--- src/bdps_pkg.sv ---
// Shared types and constants of the bus device poll supervisor.
`default_nettype none

package bdps_pkg;

   // Default slot counts of the two device classes.
   localparam int DEF_CLASS0_SLOTS = 8;
   localparam int DEF_CLASS1_SLOTS = 8;

   // Device numbers and rotation indexes are carried in this many bits (slots up to 16).
   localparam int NUM_W = 5;

   // Request kinds carried in req_tuser.
   localparam logic [1:0] REQ_TICK  = 2'd0;
   localparam logic [1:0] REQ_REPLY = 2'd1;
   localparam logic [1:0] REQ_READ  = 2'd2;

   // Register word indexes on the configuration port.
   localparam logic [1:0] REG_TIMEOUT = 2'd0;
   localparam logic [1:0] REG_LIMIT   = 2'd1;
   localparam logic [1:0] REG_COUNT0  = 2'd2;
   localparam logic [1:0] REG_COUNT1  = 2'd3;

   // Reset values of the registers.
   localparam logic [15:0] TIMEOUT_RESET = 16'd200;
   localparam logic [7:0]  LIMIT_RESET   = 8'd3;
   localparam logic [3:0]  COUNT_RESET   = 4'd8;

   // Last step of the schedule counter.
   localparam logic [2:0] SCHED_LAST = 3'd6;

   // Command from the item logic to one device class.
   typedef struct packed {
      logic        reply;    // valid reply from device num
      logic        timeout;  // polled device of this class missed its reply
      logic        poll;     // this class is polled by the item
      logic [3:0]  num;      // device number of a reply or a status read
      logic [15:0] version;  // version carried by a reply
   } bdps_cmd_type;

   // Status returned by one device class.
   typedef struct packed {
      logic             in_range;      // num lies in 1..effective count
      logic [NUM_W-1:0] next_idx;      // device that a poll of this class selects
      logic [15:0]      rd_version;    // stored version of device num
      logic [7:0]       rd_misses;     // stored miss count of device num
      logic             fault_raised;  // the timeout pushed the device over the limit
      logic [7:0]       fault_map;     // fault bits after the item
   } bdps_stat_type;

endpackage

`default_nettype wire

--- src/bdps_group.sv ---
// Per-class device table: rotation index, miss counts, versions and fault bits.
`default_nettype none

module bdps_group
   import bdps_pkg::*;
#(
   parameter int SLOTS = DEF_CLASS0_SLOTS
) (
   input  wire logic          clock,
   input  wire logic          reset,
   input  wire logic          accept,
   input  wire logic [3:0]    count_reg,
   input  wire logic [7:0]    miss_limit,
   input  wire bdps_cmd_type  cmd,
   output      bdps_stat_type stat
);

   localparam int SLOT_W = (SLOTS > 1) ? $clog2(SLOTS) : 1;
   localparam logic [NUM_W-1:0] SLOTS_N = NUM_W'(SLOTS);

   logic [NUM_W-1:0] index_ff, index_in;
   logic [7:0]       misses_ff [SLOTS];
   logic [15:0]      versions_ff [SLOTS];
   logic [7:0]       faults_ff, faults_in;

   logic [NUM_W-1:0] eff_count;
   logic [NUM_W-1:0] count_n;
   logic [NUM_W-1:0] num_n;
   logic [NUM_W-1:0] addr_n;
   logic [NUM_W-1:0] addr_m1;
   logic [SLOT_W-1:0] slot;
   logic [NUM_W-1:0] idx_inc;
   logic             hit;
   logic [7:0]       miss_cur, miss_inc;
   logic             over;
   logic             has_bit;

   always_comb begin
      count_n = {1'b0, count_reg};
      if (count_n == '0) begin
         eff_count = NUM_W'(1);
      end else if (count_n > SLOTS_N) begin
         eff_count = SLOTS_N;
      end else begin
         eff_count = count_n;
      end
   end

   // A timeout addresses the polled device, everything else the requested one.
   assign num_n   = {1'b0, cmd.num};
   assign addr_n  = cmd.timeout ? index_ff : num_n;
   assign addr_m1 = addr_n - NUM_W'(1);
   assign slot    = addr_m1[SLOT_W-1:0];
   assign has_bit = (addr_n != '0) && (addr_m1 < NUM_W'(8));

   assign hit      = cmd.timeout && (index_ff != '0) && (index_ff <= SLOTS_N);
   assign miss_cur = misses_ff[slot];
   assign miss_inc = (miss_cur == 8'hFF) ? miss_cur : miss_cur + 8'd1;
   assign over     = miss_inc > miss_limit;

   assign idx_inc = index_ff + NUM_W'(1);

   always_comb begin
      index_in  = index_ff;
      faults_in = faults_ff;
      if (cmd.poll) begin
         index_in = (idx_inc > eff_count) ? NUM_W'(1) : idx_inc;
      end
      if (has_bit) begin
         if (cmd.reply) begin
            faults_in[addr_m1[2:0]] = 1'b0;
         end else if (hit && over) begin
            faults_in[addr_m1[2:0]] = 1'b1;
         end
      end
   end

   assign stat.in_range     = (num_n != '0) && (num_n <= eff_count);
   assign stat.next_idx     = index_in;
   assign stat.rd_version   = versions_ff[slot];
   assign stat.rd_misses    = miss_cur;
   assign stat.fault_raised = hit && over;
   assign stat.fault_map    = faults_in;

   always_ff @(posedge clock) begin
      if (reset) begin
         index_ff  <= '0;
         faults_ff <= '0;
         for (int i = 0; i < SLOTS; i++) begin
            misses_ff[i]   <= '0;
            versions_ff[i] <= '0;
         end
      end else if (accept) begin
         index_ff  <= index_in;
         faults_ff <= faults_in;
         if (cmd.reply) begin
            versions_ff[slot] <= cmd.version;
            misses_ff[slot]   <= '0;
         end else if (hit) begin
            misses_ff[slot] <= miss_inc;
            if (over) begin
               versions_ff[slot] <= '0;
            end
         end
      end
   end

endmodule

`default_nettype wire

--- src/bus_device_poll_supervisor.sv ---
// Top level of the bus device poll supervisor: item logic, schedule, token and registers.
// A result appears in the cycle after its item is accepted, from the result register.
// Throughput: one item per cycle while results are taken; the whole item is settled by the logic in front of the
// result register, and the result register frees itself in the cycle its item is taken.
// Reset: synchronous and active high; the token is held, timers, schedule, indexes,
// miss counts, versions and fault bits are cleared, and the registers take their defaults.
`default_nettype none

module bus_device_poll_supervisor
   import bdps_pkg::*;
#(
   parameter int CLASS0_SLOTS = DEF_CLASS0_SLOTS,
   parameter int CLASS1_SLOTS = DEF_CLASS1_SLOTS
) (
   input  wire logic        clock,
   input  wire logic        reset,

   // Request items.
   input  wire logic        req_tvalid,
   output      logic        req_tready,
   // Bits from 0: device_class(1), device_number(4), version_high(8), version_low(8), pad(3).
   input  wire logic [23:0] req_tdata,
   // Bits from 0: req_type(2).
   input  wire logic [1:0]  req_tuser,

   // Result items.
   output      logic        rsp_tvalid,
   input  wire logic        rsp_tready,
   // Bits from 0: poll_issued(1), poll_class(1), poll_number(4), fault_raised(1),
   // reply_rejected(1), class0_fault_map(8), class1_fault_map(8), read_version(16),
   // read_misses(8).
   output      logic [47:0] rsp_tdata,

   // Configuration port.
   input  wire logic        csr_psel,
   input  wire logic        csr_penable,
   input  wire logic        csr_pwrite,
   input  wire logic [3:0]  csr_paddr,
   input  wire logic [31:0] csr_pwdata,
   output      logic [31:0] csr_prdata,
   output      logic        csr_pready
);

   // Configuration registers.
   logic [15:0] timeout_ff;
   logic [7:0]  limit_ff;
   logic [3:0]  count0_ff;
   logic [3:0]  count1_ff;

   // Supervisor state.
   logic        token_ff, token_in;
   logic [15:0] elapsed_ff, elapsed_in;
   logic [2:0]  step_ff, step_in;
   logic        polled_class_ff, polled_class_in;

   // Result register.
   logic        rsp_valid_ff;
   logic [47:0] rsp_data_ff, rsp_data_in;

   // Request fields.
   logic        device_class;
   logic [3:0]  device_number;
   logic [7:0]  version_high;
   logic [7:0]  version_low;
   logic [1:0]  req_type;

   logic          accept;
   logic          csr_write;
   bdps_cmd_type  cmd0, cmd1;
   bdps_stat_type stat0, stat1;

   logic        valid_num;
   logic        is_tick, is_reply, is_read;
   logic [15:0] elapsed_inc;
   logic        timeout;
   logic        reply_ok;
   logic        token_mid;
   logic        poll_class;
   logic [3:0]  poll_number;
   logic        rejected;
   logic        fault_raised;
   logic [15:0] read_version;
   logic [7:0]  read_misses;

   assign device_class  = req_tdata[0];
   assign device_number = req_tdata[4:1];
   assign version_high  = req_tdata[12:5];
   assign version_low   = req_tdata[20:13];
   assign req_type      = req_tuser;

   // The result register is free when empty or when its item leaves in this cycle.
   assign req_tready = !rsp_valid_ff || rsp_tready;
   assign accept     = req_tvalid && req_tready;
   assign rsp_tvalid = rsp_valid_ff;
   assign rsp_tdata  = rsp_data_ff;

   // ------------------------------------------------------------------
   // Configuration port: always ready, written in the access phase.
   // ------------------------------------------------------------------
   assign csr_pready = 1'b1;
   assign csr_write  = csr_psel && csr_penable && csr_pwrite && csr_pready;

   always_ff @(posedge clock) begin
      if (reset) begin
         timeout_ff <= TIMEOUT_RESET;
         limit_ff   <= LIMIT_RESET;
         count0_ff  <= COUNT_RESET;
         count1_ff  <= COUNT_RESET;
      end else if (csr_write) begin
         case (csr_paddr[3:2])
            REG_TIMEOUT: timeout_ff <= csr_pwdata[15:0];
            REG_LIMIT:   limit_ff   <= csr_pwdata[7:0];
            REG_COUNT0:  count0_ff  <= csr_pwdata[3:0];
            REG_COUNT1:  count1_ff  <= csr_pwdata[3:0];
            default:     ;
         endcase
      end
   end

   always_comb begin
      case (csr_paddr[3:2])
         REG_TIMEOUT: csr_prdata = {16'd0, timeout_ff};
         REG_LIMIT:   csr_prdata = {24'd0, limit_ff};
         REG_COUNT0:  csr_prdata = {28'd0, count0_ff};
         REG_COUNT1:  csr_prdata = {28'd0, count1_ff};
         default:     csr_prdata = '0;
      endcase
   end

   // ------------------------------------------------------------------
   // Item logic. The request is handled first; if the token is then held,
   // the next device in the schedule is polled and the token goes out again.
   // ------------------------------------------------------------------
   always_comb begin
      is_tick  = 1'b0;
      is_reply = 1'b0;
      is_read  = 1'b0;
      case (req_type)
         REQ_TICK:  is_tick  = 1'b1;
         REQ_REPLY: is_reply = 1'b1;
         REQ_READ:  is_read  = 1'b1;
         default:   ;
      endcase
   end

   assign valid_num = device_class ? stat1.in_range : stat0.in_range;

   // The tick counter saturates, and the timeout test sees the incremented count.
   assign elapsed_inc = (elapsed_ff == 16'hFFFF) ? elapsed_ff : elapsed_ff + 16'd1;
   assign timeout     = is_tick && !token_ff && (elapsed_inc > timeout_ff);
   assign reply_ok    = is_reply && valid_num;
   assign token_mid   = token_ff || timeout || reply_ok;
   assign rejected    = (is_reply || is_read) && !valid_num;

   // Odd schedule steps poll class 0, even steps class 1.
   assign poll_class = !step_ff[0];

   always_comb begin
      cmd0.reply   = reply_ok && !device_class;
      cmd0.timeout = timeout && !polled_class_ff;
      cmd0.poll    = token_mid && !poll_class;
      cmd0.num     = device_number;
      cmd0.version = {version_high, version_low};

      cmd1.reply   = reply_ok && device_class;
      cmd1.timeout = timeout && polled_class_ff;
      cmd1.poll    = token_mid && poll_class;
      cmd1.num     = device_number;
      cmd1.version = {version_high, version_low};
   end

   bdps_group #(
      .SLOTS (CLASS0_SLOTS)
   ) u_group0 (
      .clock      (clock),
      .reset      (reset),
      .accept     (accept),
      .count_reg  (count0_ff),
      .miss_limit (limit_ff),
      .cmd        (cmd0),
      .stat       (stat0)
   );

   bdps_group #(
      .SLOTS (CLASS1_SLOTS)
   ) u_group1 (
      .clock      (clock),
      .reset      (reset),
      .accept     (accept),
      .count_reg  (count1_ff),
      .miss_limit (limit_ff),
      .cmd        (cmd1),
      .stat       (stat1)
   );

   assign poll_number  = poll_class ? stat1.next_idx[3:0] : stat0.next_idx[3:0];
   assign fault_raised = stat0.fault_raised || stat1.fault_raised;

   // Status reads report only for an in-range device.
   always_comb begin
      read_version = '0;
      read_misses  = '0;
      if (is_read && valid_num) begin
         read_version = device_class ? stat1.rd_version : stat0.rd_version;
         read_misses  = device_class ? stat1.rd_misses : stat0.rd_misses;
      end
   end

   // Next supervisor state. A poll releases the token and restarts the timer.
   always_comb begin
      token_in        = token_mid;
      elapsed_in      = is_tick ? elapsed_inc : elapsed_ff;
      step_in         = step_ff;
      polled_class_in = polled_class_ff;
      if (token_mid) begin
         token_in        = 1'b0;
         elapsed_in      = '0;
         step_in         = (step_ff >= SCHED_LAST) ? 3'd0 : step_ff + 3'd1;
         polled_class_in = poll_class;
      end
   end

   always_comb begin
      rsp_data_in = {read_misses,
                     read_version,
                     stat1.fault_map,
                     stat0.fault_map,
                     rejected,
                     fault_raised,
                     token_mid ? poll_number : 4'd0,
                     token_mid ? poll_class : 1'b0,
                     token_mid};
   end

   always_ff @(posedge clock) begin
      if (reset) begin
         token_ff        <= 1'b1;
         elapsed_ff      <= '0;
         step_ff         <= '0;
         polled_class_ff <= 1'b0;
      end else if (accept) begin
         token_ff        <= token_in;
         elapsed_ff      <= elapsed_in;
         step_ff         <= step_in;
         polled_class_ff <= polled_class_in;
      end
   end

   always_ff @(posedge clock) begin
      if (reset) begin
         rsp_valid_ff <= 1'b0;
      end else if (accept) begin
         rsp_valid_ff <= 1'b1;
      end else if (rsp_tready) begin
         rsp_valid_ff <= 1'b0;
      end
   end

   always_ff @(posedge clock) begin
      if (accept) begin
         rsp_data_ff <= rsp_data_in;
      end
   end

endmodule

`default_nettype wire
--- config.mk ---
export PLATFORM = sky130hd
export DESIGN_NAME = bus_device_poll_supervisor
export DESIGN_NICKNAME = d
export VERILOG_FILES = /design/src/bdps_pkg.sv /design/src/bdps_group.sv /design/src/bus_device_poll_supervisor.sv
export SDC_FILE = /design/constraint.sdc
export NUM_CORES = 1
export LEC_CHECK = 0
export ABC_CLOCK_PERIOD_IN_PS = 13900
export BUFFER_PORTS_ARGS = -buffer_cell sky130_fd_sc_hd__buf_2
export CAP_MARGIN = 10
export CORE_ASPECT_RATIO = 0.9
export CORE_MARGIN = 5
export CORE_UTILIZATION = 29
export CTS_BUF_LIST = sky130_fd_sc_hd__clkbuf_16
export DETAILED_ROUTE_END_ITERATION = 10
export GPL_TIMING_DRIVEN = 0
export PLACE_DENSITY = 0.49
export SLEW_MARGIN = 0
export SYNTH_ARGS = -nofsm -noshare
export SYNTH_HDL_FRONTEND = slang
export SYNTH_SLANG_ARGS = --single-unit
--- constraint.sdc ---
create_clock -name clock -period 13.9 [get_ports clock]
set_clock_uncertainty 0.2 [all_clocks]
set_input_delay 2.78 -clock clock [delete_from_list [all_inputs] [get_ports clock]]
set_output_delay 2.78 -clock clock [all_outputs]
set_load 0.01 [all_outputs]
==> reports/results.ini, run 1 <==
[floorplanning]
start_util_pct=29.2
rows=103
die_x_um=323
fp.coreArea_um2=87800
boundaryPins=152
die_area_um2=94400
die_h_um=292

[cts]
clockBufferDepth=3
root_buffer=clkbuf_16
cts_max_level=2
cts_sinks=512
clkTransAtPathRegs_ns=0.06
clk_latency_ns=0.65
cts_made_buffers=53
ctsHoldBuffers=0
cts_tree=done

[synthesis]
netlist_area_um2=25600
yosysTopAreaCellShare_pct=50.6
ys_seq_area_share_pct=56.9
synth_top_cell_by_area=edfxtp_1
synth_most_common_cell=nor2_1
ys_top_cells_by_count=nor2_1 (497), edfxtp_1 (432), nand2_1 (255)
avgSynthCellArea_um2=10.4
synthDistinctLibCells=84
ys_ff_latch=512
async_reset_ff_share_pct=0
synthTopCellsByArea=edfxtp_1 (51%), nor2_1 (7.3%), dfxtp_1 (6.2%)
synth_cells=2453
yosysWarnings=0
ys.flop_type=edfxtp_1
synth_edf_count=432

[route]
routed_wl_um=89300
first_pass_iters=6
drtAntennaViolNets=0
vias_per_cell=5.32
wl_per_cell_um=23.3
drt_iter0_drc=2065
drc=0
vias=20400

[global_route]
grt_start_max_net_pins=58
antenna_found_initial=3
grt_first_pass_wirelength_um=131000
gr-usage-all-layers_pct=18.3
first_global_vias=20000
overflow=0

[finish]
regArea_um2=14600
area_growth_pct=15.9
nFillCells=8859
drive_above_1_share_pct=12.6
num-nets-final=2772
post-route-cell-area_um2=29700
multiInputGateArea_um2=10300

[sta]
hold-worst-slack_ns=0.256
worstMarginPinSlew_ns=1.26
drv_slew=0
slew_headroom_pct=16.2
period_needed_ns=13.25
setup_viol_count_final=0
hold_viol=0
fmax_ghz=0.0755
fin_crit_sh_pct=95.3
rsz0062_at_grt=no

[pwr]
powerDensity_nw_per_um2=125
switching_power_uw=993
total_power_uw=3700
p_leak_uw=0.0111
internal_power_uw=2710
switching_share_pct=26.8
pwr-share-seq_pct=46.9
pwr-share-comb_pct=12.0
power.share.clock_pct=41.1
ir_drop_uv=79.5

[place]
dp_hpwl_um=64900
gp_congestion=0.908
io_buffers=112
place_area_um2=27700

[worst_hold_path]
worstHoldPathType=flip-flop to flip-flop

[worst_setup_path]
r2r_slack_ns=0.65
critical-path-top-delay-family=simple AND/OR/NAND/NOR gates
crit_path_frequent_cell=nand2_2
path_buf_inv=12
worst-path-max-fanout=16
critPathRequiredTime_ns=13.92
arrival_ns=13.27
crit_type=flip-flop to flip-flop
cpMaxStageDelayCell=xnor2_1
critPathMaxStageDelay_ns=0.54
start_kind=flip-flop
end_kind=flip-flop

[status]
status=completed

[flow_run]
cap_viol_max_count=0

==> worst paths after layout <==
path / cells after the start / startpoint / endpoint
max: 48 / elapsed_ff[3]$_SDFFE_PP0P_ / u_group0.versions_ff[1][14]$_SDFFCE_PN0P_
min: 2 / timeout_ff[11]$_SDFFE_PP0P_ / timeout_ff[11]$_SDFFE_PP0P_
max reg2reg: 48 / elapsed_ff[3]$_SDFFE_PP0P_ / u_group0.versions_ff[1][14]$_SDFFCE_PN0P_
min reg2reg: 2 / timeout_ff[11]$_SDFFE_PP0P_ / timeout_ff[11]$_SDFFE_PP0P_
==> through the flow <==
step | util [%] | TNS (ns) | cells | worst slack, ns
after global placement | 31.6 | -405.69 | 3735 | -2.21
after CTS | 33.7 | 0 | 3836 | 0.000673
after floorplan | - | 0 | 2468 | 2.44
after global routing | 33.9 | 0 | 3840 | 0.0374
after detailed placement | 31.6 | -455.10 | 3738 | -2.29
final | 33.9 | 0 | 3841 | 0.649
==> cell usage in the layout, fill, tap and decap left out, types with 17 or more instances in the layout <==
cell,netlist,routed
buf_4,18,25
o21ai_0,96,94
a21oi_1,154,154
clkbuf_16,0,53
buf_2,12,128
inv_1,71,78
mux2i_1,118,117
clkbuf_1,109,93
nand3_1,67,67
dfxtp_1,80,80
nand4_1,19,19
a211oi_1,32,32
a221oi_1,25,25
nand2_1,255,232
ha_1,62,61
and3_1,20,20
conb_1,2,17
a31oi_1,23,23
nor2_1,497,497
edfxtp_1,432,432
nand2_2,1,21
nor3_1,65,63
==> area by class of cell <==
type / instances / share of cell area, %
Sequential cell: 512 / 49.1
Multi-Input combinational cell: 1726 / 34.6
Tap cell: 1155 / 4.86
Clock buffer: 53 / 4.46
Buffer: 152 / 2.29
Timing Repair Buffer: 120 / 2.08
Clock inverter: 46 / 1.63
Inverter: 76 / 0.973
Antenna cell: 1 / 0.00842
==> registers in the layout, summed over array words and instances (netlist names), 8 cells and up <==
register / cells
u_group0.misses_ff: 64
timeout_ff: 16
u_group0.faults_ff: 8
limit_ff: 8
u_group1.misses_ff: 64
u_group0.versions_ff: 128
elapsed_ff: 16
u_group1.versions_ff: 128
u_group1.faults_ff: 8
rsp_tdata: 48
==> per-layer routing <==
| layer | vias up | track usage (%) | routed length, um |
|---|---|---|---|
| met5 | - | 0 | 0 |
| met2 | 895 | 27.6 | 38300 |
| met3 | 108 | 3.49 | 7710 |
| met1 | 10200 | 27.4 | 41500 |
| met4 | 0 | 4.32 | 1820 |
| li1 | 9265 | - | - |
==> worst reg2reg max path: cells and delay by family (launching register included) <==
kind	cells	cell delay, ns
AO/OA/AOI/OAI	11	2.78
flip-flops	1	0.31
adder cells (fa/ha/maj)	4	1.33
AND/OR/NAND/NOR	18	3.99
buffers and inverters	12	3.25
multiplexers	1	0.27
XOR/XNOR	2	0.70
==> what timing repair did <==
item / in CTS / in global routing
buffers inserted: 0 / 4
resized for setup: 32 / 26
gates cloned: 0 / 0
pin swaps: 0 / 2
endpoints found under the setup margin: 384 / 466
==> power groups by stage <==
stage | sequential [uW] | combinational [uW] | clock [uW]
3_3_place_gp | 1770 | 425 | 0
3_5_place_dp | 1770 | 431 | 0
6_report | 1740 | 443 | 1520
5_1_grt | 1740 | 474 | 1610
4_1_cts | 1740 | 436 | 1540
2_1_floorplan | 1770 | 259 | 0
==> cell families after synthesis <==
kind of cell / after synthesis / synth area share (%)
AOI/OAI and AO/OA: 477 / 12.2
xor gates and xnor gates: 27 / 0.981
adders and majority gates: 62 / 3.03
buffers and inverters: 230 / 3.70
DFF: 512 / 56.9
muxes: 147 / 6.59
other: 2 / 0.0293
and+or+nand+nor: 996 / 16.6
No activity file was read; power rests on OpenSTA's default activity.
==> run 2: changes to the inputs <==
ABC_CLOCK_PERIOD_IN_PS = 12900   (was 13900)
clock period = 12.9 ns   (was 13.9 ns; I/O delays follow)
==> reports/results.ini, run 2 (same netlist as run 1, synthesis figures left out) <==
[status]
status=completed

[pwr]
pwr-share-comb_pct=12.1
internal_power_uw=2920
switching_power_uw=1070
pwr-share-seq_pct=46.8
total_power_uw=3990
powerDensity_nw_per_um2=134
p_leak_uw=0.0112
switching_share_pct=26.9
power.share.clock_pct=41.1
ir_drop_uv=86.7

[finish]
reg_top3=u_group0.versions_ff x128, u_group1.versions_ff x128
final_cell_mix=nor2_1 (496), edfxtp_1 (432), nand2_1 (227)
drive_above_1_share_pct=13.2
area_growth_pct=16.6
num-nets-final=2774
layout_commonest_cell=nor2_1

[cts]
clockBufferDepth=3
clk_latency_ns=0.65
clkTransAtPathRegs_ns=0.06
ctsHoldBuffers=0
cts_max_level=2
cts_sinks=512
root_buffer=clkbuf_16
cts_made_buffers=53
cts_tree=done

[sta]
fmax_ghz=0.0807
drv_slew=0
fin_crit_sh_pct=96.0
period_needed_ns=12.39
setup_viol_count_final=0
worstMarginPinSlew_ns=1.43
hold_viol=0
tns_ns=0
slew_headroom_pct=4.77

[global_route]
grt_first_pass_wirelength_um=131000
first_global_vias=20000
antenna_found_initial=3
overflow=0
gr-usage-all-layers_pct=18.4
grt_start_max_net_pins=58

[route]
vias_per_cell=5.35
routed_wl_um=89500
wl_per_cell_um=23.3
drtAntennaViolNets=0
drc=0
drt_iter0_drc=1981
first_pass_iters=7
vias=20600

[flow_run]
cap_viol_max_count=0

[place]
gp_congestion=0.908
io_buffers=112
dp_hpwl_um=64900

[floorplanning]
boundaryPins=152
fp.coreArea_um2=87800
die_x_um=323
die_area_um2=94400
start_util_pct=29.2
die_h_um=292
rows=103

[worst_setup_path]
critPathMaxStageDelay_ns=0.50
critPathRequiredTime_ns=12.96
start_kind=flip-flop
end_kind=flip-flop
arrival_ns=12.45
cpMaxStageDelayCell=ha_2
crit_type=flip-flop to flip-flop
ff2ff_path_depth=51
worst-path-max-fanout=16

[worst_hold_path]
hold-path-cell-count=2
worstHoldPathType=flip-flop to flip-flop

-- run 2: cell count changes in the layout (fill, tap and decap cells not counted), moves of 3 or more --
cell,change
clkbuf_1,-6
clkbuf_4,+3
nand2_1,-5
nand2_2,-8
nand2_4,+13
-- run 2: cell type report --
cell class                 instances  area, um2
antenna                            3       7.51
buffer                           152        696
clock buffer                      53       1330
clock inverter                    46        483
fill                            8852      57900
inverter                          76        285
multi-input combinational       1726      10400
sequential                       512      14600
tap                             1155       1450
timing repair buffer             122        646
-- run 2: what timing repair did --
item | CTS | global route
pin swaps | 2 | 2
gates resized for setup | 54 | 42
setup endpoints to repair | 503 | 486
setup buffers | 4 | 2
-- run 2: final timing paths --
check                                            startpoint                                        to  slack [ns]
worst max-delay path             elapsed_ff[3]$_SDFFE_PP0P_  u_group0.versions_ff[1][2]$_SDFFCE_PN0P_        0.51
worst min-delay path            timeout_ff[11]$_SDFFE_PP0P_               timeout_ff[11]$_SDFFE_PP0P_        0.26
worst max register to register   elapsed_ff[3]$_SDFFE_PP0P_  u_group0.versions_ff[1][2]$_SDFFCE_PN0P_        0.51
worst min register to register  timeout_ff[11]$_SDFFE_PP0P_               timeout_ff[11]$_SDFFE_PP0P_        0.26
-- run 2: power by group through the flow --
stage / registers, uW / clock network [uW] / logic [uW]
2_1_floorplan: 1900 / 0 / 279
3_3_place_gp: 1910 / 0 / 458
3_5_place_dp: 1910 / 0 / 465
4_1_cts: 1870 / 1660 / 473
5_1_grt: 1870 / 1730 / 516
6_report: 1870 / 1640 / 483
-- run 2: worst max-delay path, delay by kind of cell, from the launching register on --
family,cells,cell delay (ns)
adder cells (fa/ha/maj),4,1.39
flip-flops,1,0.31
AND/OR/NAND/NOR,20,4.17
buffers and inverters,14,2.96
AO/OA/AOI/OAI,10,2.17
multiplexers,2,0.57
XOR/XNOR,1,0.16
-- run 2: layer usage --
layer	share of wire (%)	GRT usage (%)	wire, um
met5	0	0	0
met1	46	27.5	41100
met4	2.3	4.41	2070
met2	43	27.6	38400
met3	8.9	3.38	7950
-- run 2: metrics by stage --
| step | setup WS [ns] | utilization, % | area, um2 | std cells | hold slack (ns) |
|---|---|---|---|---|---|
| after floorplan | 1.64 | - | 25700 | 2468 | 0.236 |
| after global placement | -3.07 | 31.6 | 27700 | 3735 | 0.245 |
| after detailed placement | -3.23 | 31.6 | 27700 | 3738 | 0.249 |
| after CTS | 0.0588 | 33.8 | 29700 | 3839 | 0.257 |
| after global routing | -0.0731 | 34.0 | 29900 | 3842 | 0.288 |
| final | 0.513 | 34.0 | 29900 | 3845 | 0.256 |
==> run 3: changes to the inputs <==
--- a/config.mk
+++ b/config.mk
@@ -16,3 +16,2 @@
 export GPL_TIMING_DRIVEN = 0
-export PLACE_DENSITY = 0.49
 export SLEW_MARGIN = 0
--- a/constraint.sdc
+++ b/constraint.sdc
@@ -4,2 +4,2 @@
 set_output_delay 2.58 -clock clock [all_outputs]
-set_load 0.01 [all_outputs]
+set_load 0.02 [all_outputs]
==> reports/results.ini, run 3 (same netlist as run 1, synthesis figures left out) <==
[status]
status=completed

[worst_hold_path]
worstHoldPathType=flip-flop to flip-flop
hold-path-cell-count=2
holdPathEnd=timeout_ff[11]$_SDFFE_PP0P_
hold_path_startpoint=timeout_ff[11]$_SDFFE_PP0P_

[floorplanning]
die_x_um=323
boundaryPins=152
fp.coreArea_um2=87800
die_area_um2=94400
rows=103
start_util_pct=29.2
die_h_um=292

[finish]
final_cell_mix=nor2_1 (496), edfxtp_1 (432), nand2_1 (231)
drive_above_1_share_pct=13.1
instances_no_fill=3844
regArea_um2=14600
reg_top3=u_group0.versions_ff x128, u_group1.versions_ff x128
area_growth_pct=16.0
nFillCells=8815
diodes=0
post-route-cell-area_um2=29700
multiInputGateArea_um2=10400
num-nets-final=2775
layout_commonest_cell=nor2_1
final_core_util_pct=33.9

[worst_setup_path]
arrival_ns=12.46
critPathRequiredTime_ns=12.99
start_kind=flip-flop
crit_path_frequent_cell=buf_2
critPathMaxStageDelay_ns=0.47
crit_type=flip-flop to flip-flop
ff2ff_path_depth=48
r2r_start=elapsed_ff[3]$_SDFFE_PP0P_
r2r_slack_ns=0.53
critical-path-top-delay-family=simple AND/OR/NAND/NOR gates
path_buf_inv=12
worst-path-max-fanout=16
cpMaxStageDelayCell=or4_4
end_kind=flip-flop
r2r_end=u_group1.versions_ff[1][11]$_SDFFCE_PN0P_

[global_route]
overflow=0
grt_start_max_net_pins=58
gr-usage-all-layers_pct=16.9
antenna_found_initial=2
grt_first_pass_wirelength_um=122000
first_global_vias=19300

[sta]
fin_crit_sh_pct=95.9
slew_headroom_pct=5.63
fmax_ghz=0.0809
hold_viol=0
setup_viol_count_final=0
drv_slew=0
period_needed_ns=12.37
worstMarginPinSlew_ns=1.42

[route]
drt_iter0_drc=2103
first_pass_iters=6
routed_wl_um=82500
wl_per_cell_um=21.5
drc=0
vias_per_cell=5.25
drtAntennaViolNets=0
vias=20200

[pwr]
switching_share_pct=27.2
p_leak_uw=0.0111
ir_drop_uv=110
pwr-share-comb_pct=12.5
switching_power_uw=1060
internal_power_uw=2820
powerDensity_nw_per_um2=131
power.share.clock_pct=39.3
pwr-share-seq_pct=48.2

[place]
place_inst=3738
gp_congestion=0.938
dp_hpwl_um=60000
io_buffers=112
place_area_um2=27700

[cts]
root_buffer=clkbuf_16
cts_made_buffers=53
cts_sinks=512
clk_latency_ns=0.65
clockBufferDepth=3
cts_tree=done
cts_max_level=2
clkTransAtPathRegs_ns=0.06

[flow_run]
cap_viol_max_count=0

-- run 3: cell types whose count changed in the layout (fill, tap and decap cells not counted), sizes merged --
cell and change:
inv -1, diode -3, bufinv -5, clkinvlp +4
buf +1, clkinv +3
-- run 3: cell type report --
type,count,area share (%)
sequential,512,49.0
tap,1155,4.86
clock buffer,53,4.46
timing repair buffer,123,2.16
multi-input combinational,1726,34.9
clock inverter,47,1.32
buffer,152,2.32
inverter,76,0.960
-- run 3: worst register-to-register path, delay by kind of cell (launching register included) --
kind	cells	cell delay (ns)
muxes	1	0.27
buffers and inverters	12	3.26
and+or+nand+nor	19	4.19
adders and majority gates	4	0.94
AOI/OAI and AO/OA	11	2.71
DFF	1	0.30
xor gates and xnor gates	1	0.16
-- run 3: metrics by stage --
stage / hold slack (ns) / setup WS, ns / TNS [ns] / total power (uW)
5_1_grt: 0.270 / -0.0501 / -1.22 / 4000
6_report: 0.257 / 0.535 / 0 / 3880
3_3_place_gp: 0.243 / -2.53 / -742.76 / 2370
3_5_place_dp: 0.248 / -2.53 / -726.71 / 2370
2_1_floorplan: 0.236 / 1.64 / 0 / 2190
4_1_cts: 0.256 / 0.0420 / 0 / 3880
-- run 3: repair_timing --
item,4_1_cts,5_1_grt
pin swaps,1,2
cloned,0,0
endpoints found under the hold margin,0,0
buffers inserted,2,6
hold buffers,0,0
endpoints found under the setup margin,528,472
resized for setup,42,39
-- run 3: worst max path at each step --
stage	from	end	slack [ns]	cells after the start
2_1_floorplan	req_tuser[0]	u_group0.versions_ff[1][0]$_SDFFCE_PN0P_	1.64	39
3_3_place_gp	req_tuser[0]	u_group0.versions_ff[6][6]$_SDFFCE_PN0P_	-2.53	42
3_5_place_dp	req_tuser[0]	u_group0.versions_ff[6][12]$_SDFFCE_PN0P_	-2.53	42
4_1_cts	elapsed_ff[3]$_SDFFE_PP0P_	u_group1.versions_ff[1][8]$_SDFFCE_PN0P_	0.04	48
5_1_grt	elapsed_ff[3]$_SDFFE_PP0P_	u_group1.versions_ff[1][3]$_SDFFCE_PN0P_	-0.05	48
6_report	elapsed_ff[3]$_SDFFE_PP0P_	u_group1.versions_ff[1][11]$_SDFFCE_PN0P_	0.53	48
-- run 3: metal layers --
layer	vias up	part of all wire, %	track usage [%]
met5	-	0.016	0
met2	933	45	26.0
met3	129	9.6	3.95
met1	9855	43	23.6
met4	2	3.0	5.19
li1	9266	-	-
-- run 3: power by group through the flow --
stage	clock, uW	combinational (uW)	sequential, uW
after floorplan	0	282	1910
after global placement	0	462	1900
after detailed placement	0	465	1900
after CTS	1540	471	1870
after global routing	1610	520	1870
final	1520	485	1870
